--- src/sv/nps_pkg.sv ---
`timescale 1ns / 1ps

package nps_pkg;

  localparam int MAX_POINTS = 1024;
  localparam int COORD_BITS = 16;

  localparam int ADDR_W = $clog2(MAX_POINTS);
  localparam int CNT_W  = $clog2(MAX_POINTS + 1);
  localparam int IDX_W  = 10;
  localparam int DIST_W = 34;
  localparam int SQ_W   = 2 * COORD_BITS;
  localparam int SUM_W  = SQ_W + 1;
  localparam int PT_W   = 2 * COORD_BITS;

  typedef enum logic [1:0] {
    CMD_CLEAR  = 2'd0,
    CMD_APPEND = 2'd1,
    CMD_QUERY  = 2'd2
  } cmd_e;

  typedef struct packed {
    logic [1:0]                   command;
    logic signed [COORD_BITS-1:0] coord_x;
    logic signed [COORD_BITS-1:0] coord_y;
  } in_t;

  typedef struct packed {
    logic                         found;
    logic signed [COORD_BITS-1:0] nearest_x;
    logic signed [COORD_BITS-1:0] nearest_y;
    logic [IDX_W-1:0]             nearest_index;
    logic [DIST_W-1:0]            distance_squared;
    logic                         store_full;
  } out_t;

  // one stored point entering the distance unit
  typedef struct packed {
    logic                         vld;
    logic                         last;
    logic [ADDR_W-1:0]            idx;
    logic signed [COORD_BITS-1:0] px;
    logic signed [COORD_BITS-1:0] py;
  } dist_req_t;

  typedef struct packed {
    logic                         vld;
    logic                         last;
    logic [ADDR_W-1:0]            idx;
    logic signed [COORD_BITS-1:0] px;
    logic signed [COORD_BITS-1:0] py;
    logic [SUM_W-1:0]             dsq;
  } dist_rsp_t;

endpackage

--- src/sv/nps_dist.sv ---
`timescale 1ns / 1ps

module nps_dist (
  input  logic                           clk_i,
  input  logic                           rst_ni,
  input  logic signed [nps_pkg::COORD_BITS-1:0] qx_i,
  input  logic signed [nps_pkg::COORD_BITS-1:0] qy_i,
  input  nps_pkg::dist_req_t             req_i,
  output nps_pkg::dist_rsp_t             rsp_o
);

  import nps_pkg::*;

  logic signed [COORD_BITS:0] dx, dy, dx_neg, dy_neg;
  logic [COORD_BITS-1:0]      mag_x_d, mag_y_d;

  dist_req_t             s1_q, s2_q, s3_q;
  logic [COORD_BITS-1:0] mag_x_q, mag_y_q;
  logic [SQ_W-1:0]       sq_x_q, sq_y_q;
  logic [SUM_W-1:0]      sum_q;

  // stage 1: absolute differences, one extra bit so the subtraction cannot wrap
  always_comb begin
    dx      = {qx_i[COORD_BITS-1], qx_i} - {req_i.px[COORD_BITS-1], req_i.px};
    dy      = {qy_i[COORD_BITS-1], qy_i} - {req_i.py[COORD_BITS-1], req_i.py};
    dx_neg  = -dx;
    dy_neg  = -dy;
    mag_x_d = dx[COORD_BITS] ? dx_neg[COORD_BITS-1:0] : dx[COORD_BITS-1:0];
    mag_y_d = dy[COORD_BITS] ? dy_neg[COORD_BITS-1:0] : dy[COORD_BITS-1:0];
  end

  always_ff @(posedge clk_i or negedge rst_ni) begin
    if (!rst_ni) begin
      s1_q <= '0;
      s2_q <= '0;
      s3_q <= '0;
    end else begin
      s1_q <= req_i;
      s2_q <= s1_q;
      s3_q <= s2_q;
    end
  end

  always_ff @(posedge clk_i) begin
    mag_x_q <= mag_x_d;
    mag_y_q <= mag_y_d;
    // stage 2: squares
    sq_x_q  <= SQ_W'(mag_x_q) * SQ_W'(mag_x_q);
    sq_y_q  <= SQ_W'(mag_y_q) * SQ_W'(mag_y_q);
    // stage 3: sum
    sum_q   <= SUM_W'(sq_x_q) + SUM_W'(sq_y_q);
  end

  assign rsp_o.vld  = s3_q.vld;
  assign rsp_o.last = s3_q.last;
  assign rsp_o.idx  = s3_q.idx;
  assign rsp_o.px   = s3_q.px;
  assign rsp_o.py   = s3_q.py;
  assign rsp_o.dsq  = sum_q;

endmodule

--- config.mk ---
export PLATFORM = sky130hd
export DESIGN_NAME = nps_dist
export DESIGN_NICKNAME = d
export VERILOG_FILES = /design/src/sv/nps_pkg.sv /design/src/sv/nps_dist.sv
export SDC_FILE = /design/constraint.sdc
export NUM_CORES = 1
export LEC_CHECK = 0
export BUFFER_PORTS_ARGS = -buffer_cell sky130_fd_sc_hd__buf_2
export CORE_MARGIN = 1.5
export CORE_UTILIZATION = 40
export CTS_BUF_LIST = sky130_fd_sc_hd__clkbuf_4 sky130_fd_sc_hd__clkbuf_8
export CTS_CLUSTER_DIAMETER = 80
export DETAILED_ROUTE_END_ITERATION = 10
export PLACE_DENSITY = 0.57
export REMOVE_ABC_BUFFERS = 1
export SYNTH_ARGS = -nofsm -noshare
export SYNTH_HDL_FRONTEND = slang
export SYNTH_SLANG_ARGS = --single-unit
--- constraint.sdc ---
create_clock -name clk_i -period 6.01 [get_ports clk_i]
set_input_delay 0.3005 -clock clk_i [delete_from_list [all_inputs] [get_ports clk_i]]
set_output_delay 0.3005 -clock clk_i [all_outputs]
set_load 0.01 [all_outputs]
Yosys cells after proc, flatten, opt, wreduce, memory -nomap -nowiden
Cells that the tools add are included.
Cells by class
  multiply operators: 2
  add/subtract/negate cells: 5
  muxes and demuxes: 2
Operator list (count)
  multiplier 16 x 16 -> 32 bit: 2
  subtractor 16 x 16 -> 17 bit: 2
  adder 32 x 32 -> 33 bit: 1
  2-to-1 mux 16 bit: 2
  negator 16 bit: 2
Storage, ports and cells
  logic and storage cells: 29
  input port bits: 78
  output and inout bits: 77
  register bits: 261

Depth between registers and ports, before layout
  depth after elaboration: 3
  depth in mapped cells: 26
  depth with buffers taken out: 24

Worst setup path after synthesis
No wires, ideal clock.
  path type: reg2reg
  start: register mag_x_q[1]
  end: register sq_x_q[31]
  path slack: -0.326 ns
  cell stages (with the launch flop): 26
  required time: 5.890 ns
  library setup time: 0.120 ns
  buffers on the path: 3
  arrival time: 6.216 ns
  period minus slack after synthesis: 6.336 ns
  cell sequence: dfxtp_1 -> clkbuf_1 -> clkbuf_1 -> nand2_1 -> fa_1 -> inv_1 -> fa_1 -> inv_1 -> fa_1 -> inv_1 -> fa_1 -> fa_1 -> inv_1 -> fa_1 -> inv_1 -> ha_1 -> clkbuf_1 -> a21o_1 -> a31o_2 -> a21oi_2 -> o21ai_1 -> a2111oi_2 -> o21ai_1 -> a311o_1 -> a21oi_1 -> xnor2_1
On the way
  word-level cells in the longest chain between the ends: 1
RTL lines
  start, declared: RTL line nps_dist.sv:18  | logic [COORD_BITS-1:0] mag_x_q, mag_y_q;
  start signal, assigned: RTL line nps_dist.sv:45  | mag_x_q <= mag_x_d;
  multiplier 16 x 16 -> 32 bit: RTL line nps_dist.sv:48  | sq_x_q <= SQ_W'(mag_x_q) * SQ_W'(mag_x_q);
  end signal, assigned: RTL line nps_dist.sv:48
  end, declared: RTL line nps_dist.sv:19  | logic [SQ_W-1:0] sq_x_q, sq_y_q;
Every way passes these cells.

Worst setup path after layout
  start: register mag_x_q[9]
  end: register sq_x_q[30]
Same word-level chain as after synthesis.

==> results_dict.tcl <==
set metrics [dict create \
    path_buf_inv 8 \
    async_reset_ff_share_pct 51.0 \
    nets 3473 \
    path_class "reg2reg" \
    setup_viol 0 \
    globalRoute.totalOverflow 0 \
    finalSetupTns_ns 0 \
    cpPeakStageDelay_ns 0.54 \
    yosys_warnings 0 \
    utilization_pct 48.6 \
    cts_tree "yes" \
    synth_seq_cells 259 \
    grt_max_degree 73 \
    die_w_um 247 \
    cp-startpoint "mag_x_q[9]$_DFF_P_" \
    hp-start "qx_i[0]" \
    routedWlPerCell_um 14.3 \
    die-area_mm2 0.0610 \
    synth_ff_type "dfrtp_1" \
    rows 89 \
    cts_sinks 259 \
    synth_edf_count 0 \
    skew_ns 0.0700 \
    via_per_inst 4.77 \
    final_common_cell "inv_1" \
    drc 0 \
    finalMaxSlewViolations 0 \
    worst_slew_pin_slew_ns 0.879 \
    worstSetupEndpointType "flop" \
    htree_levels 2 \
    num_vias 17200 \
    ant_nets 0 \
    hold_viol_final 0 \
    grt_usage_pct 17.7 \
    startpoint_type "flop" \
    regArea_mm2 0.00591 \
    multi_input_area_mm2 0.0160 \
    yosysSeqAreaShare_pct 24.6 \
    area_growth_pct 20.3 \
    drtPass1Iterations 5 \
    rsz0062_at_grt "true" \
    status "finished, final reports clean" \
    slowest_stage "fa_1" \
    drive_above_1_share_pct 19.5 \
    cts.path.max_buffers 3 \
    synth_top_cell_area_share_pct 27.4 \
    r2r_start "mag_x_q[9]$_DFF_P_" \
    hp-class "in2reg" \
    dp.cells 3477 \
    synth.top_cells.by_area "fa_1 (27%), ha_1 (14%), dfrtp_1 (14%)" \
    place_congestion 0.914 \
    path_max_fanout 4 \
    path_common_cell "fa_1" \
    antenna_found_initial 0 \
    cap_violations 0 \
    synth_area_mm2 0.0238 \
    wirelength_um 51600 \
    grt_pass1_vias 18400 \
    clockRootBuffer "clkbuf_8" \
    design_area_mm2 0.0286 \
    layout_common_cells "inv_1 (545), fa_1 (318), ha_1 (256)" \
    clk_latency_ns 0.63 \
    die_y_um 247 \
    ios 155 \
    ys_types 74 \
    syn_inst 2425 \
    diodes 0 \
    critPathRequiredTime_ns 6.54 \
    fmax_mhz 166 \
    port_buffers 154 \
    cts-buffers-inserted 46 \
    drt-initial-drc-count 689 \
    nFillCells 5580 \
    instances_no_fill 3613 \
    synth_top_area_cell "fa_1" \
    core_area_mm2 0.0589 \
    clk_pin_slew_worst_paths_ns 0.06 \
    grt_pass1_wl_um 87100 \
    min_period_ns 6.01 \
    period_share_pct 100 \
    avgSynthCellArea_um2 9.81 \
    place_area_mm2 0.0267 \
    max_slew_margin_pct 41.4 \
    start_util_pct 40.4 \
    critPathArrivalTime_ns 6.53 \
    place_hpwl_um 43100 \
    cpLargestDelayFamily "adder cells" \
]
==> final cells by class <==
cell class | count | area share (%)
Tap cell | 773 | 3.38
Clock inverter | 13 | 0.564
Clock buffer | 71 | 3.06
Timing Repair Buffer | 380 | 9.21
Sequential cell | 259 | 20.6
Multi-Input combinational cell | 1553 | 55.7
Inverter | 564 | 7.39
==> synth_stat cells (all sizes together) (5+ instances only) <==
library cell	n
or2	7
a211oi	16
fa	326
a21o	34
nand3	22
inv	564
a31oi	16
nor4	9
xor2	41
a221oi	5
nor2b	19
or3	7
a21boi	5
nand4	10
dfxtp	127
nand2	187
nor3	21
ha	265
clkbuf	48
o211ai	6
o21a	12
nand2b	14
o21bai	13
a21oi	91
a31o	10
o21ai	64
and3	13
nor2	96
dfrtp	132
xnor2	100
and2	87
==> metrics by stage <==
step	worst slack [ns]	hold slack, ns
2_1_floorplan	-0.0407	0.00491
3_3_place_gp	-0.0791	0.299
3_5_place_dp	-0.202	0.313
4_1_cts	0.00520	0.0460
5_1_grt	-0.229	0.105
6_report	0.00132	0.118
==> timing repair <==
action | in CTS | in global routing
buffers inserted | 2 | 5
endpoints found under the setup margin | 9 | 22
hold endpoints to repair | 105 | 0
hold buffers | 45 | 0
gates resized for setup | 25 | 104
pin swaps | 2 | 61
==> registers in the layout, indices dropped and copies added, names as in the netlist <==
name     count
rsp_o       44
sq_x_q      31
sq_y_q      31
s2_q        44
mag_y_q     16
mag_x_q     16
s1_q        44
sum_q       33
==> cell families after synthesis <==
| family | share of synthesized area, % |
|---|---|
| AO/OA/AOI/OAI | 8.57 |
| XOR/XNOR | 5.19 |
| adder cells (fa/ha/maj) | 41.4 |
| buffers and inverters | 9.67 |
| flip-flops | 24.6 |
| multiplexers | 0.273 |
| AND/OR/NAND/NOR | 10.4 |
==> layer usage <==
metal	GRT usage (%)	vias to the layer above	share of wire (%)
met4	4.07	0	1.9
met3	3.89	67	5.7
met2	29.4	337	47
met1	23.5	8521	45
li1	-	8320	-
met5	0	-	0
==> worst reg2reg max path, stage by stage (launching register included) <==
cell and delay (ns):
dfxtp_4 0.36, buf_8 0.10, and2_4 0.15, inv_2 0.04, fa_1 0.51, inv_2 0.04
fa_1 0.54, inv_2 0.04, fa_1 0.48, inv_2 0.04, fa_1 0.49, fa_1 0.51
inv_1 0.05, fa_1 0.52, inv_2 0.05, ha_4 0.21, nand2_2 0.06, o21ai_2 0.06
or4_4 0.53, a21boi_2 0.17, o21ai_2 0.11, o31ai_2 0.24, buf_4 0.16, o211ai_1 0.10
a41o_1 0.25, xor2_1 0.13
==> path summary, 6_finish.rpt <==
path / endpoint / cells past startpoint / slack, ns
min in group asynchronous: s1_q[22]$_DFF_PN0_ / 2 / 0.20
max reg2reg: sq_x_q[30]$_DFF_P_ / 25 / 0.001
min reg2reg: rsp_o[68]$_DFF_PN0_ / 0 / 0.32
max: sq_x_q[30]$_DFF_P_ / 25 / 0.001
min: mag_x_q[0]$_DFF_P_ / 4 / 0.12
max in group asynchronous: rsp_o[43]$_DFF_PN0_ / 3 / 4.48
Power is left out: the tool's default activity adds up to more than one toggle a clock period on the data nets, which glitch-free logic cannot reach.
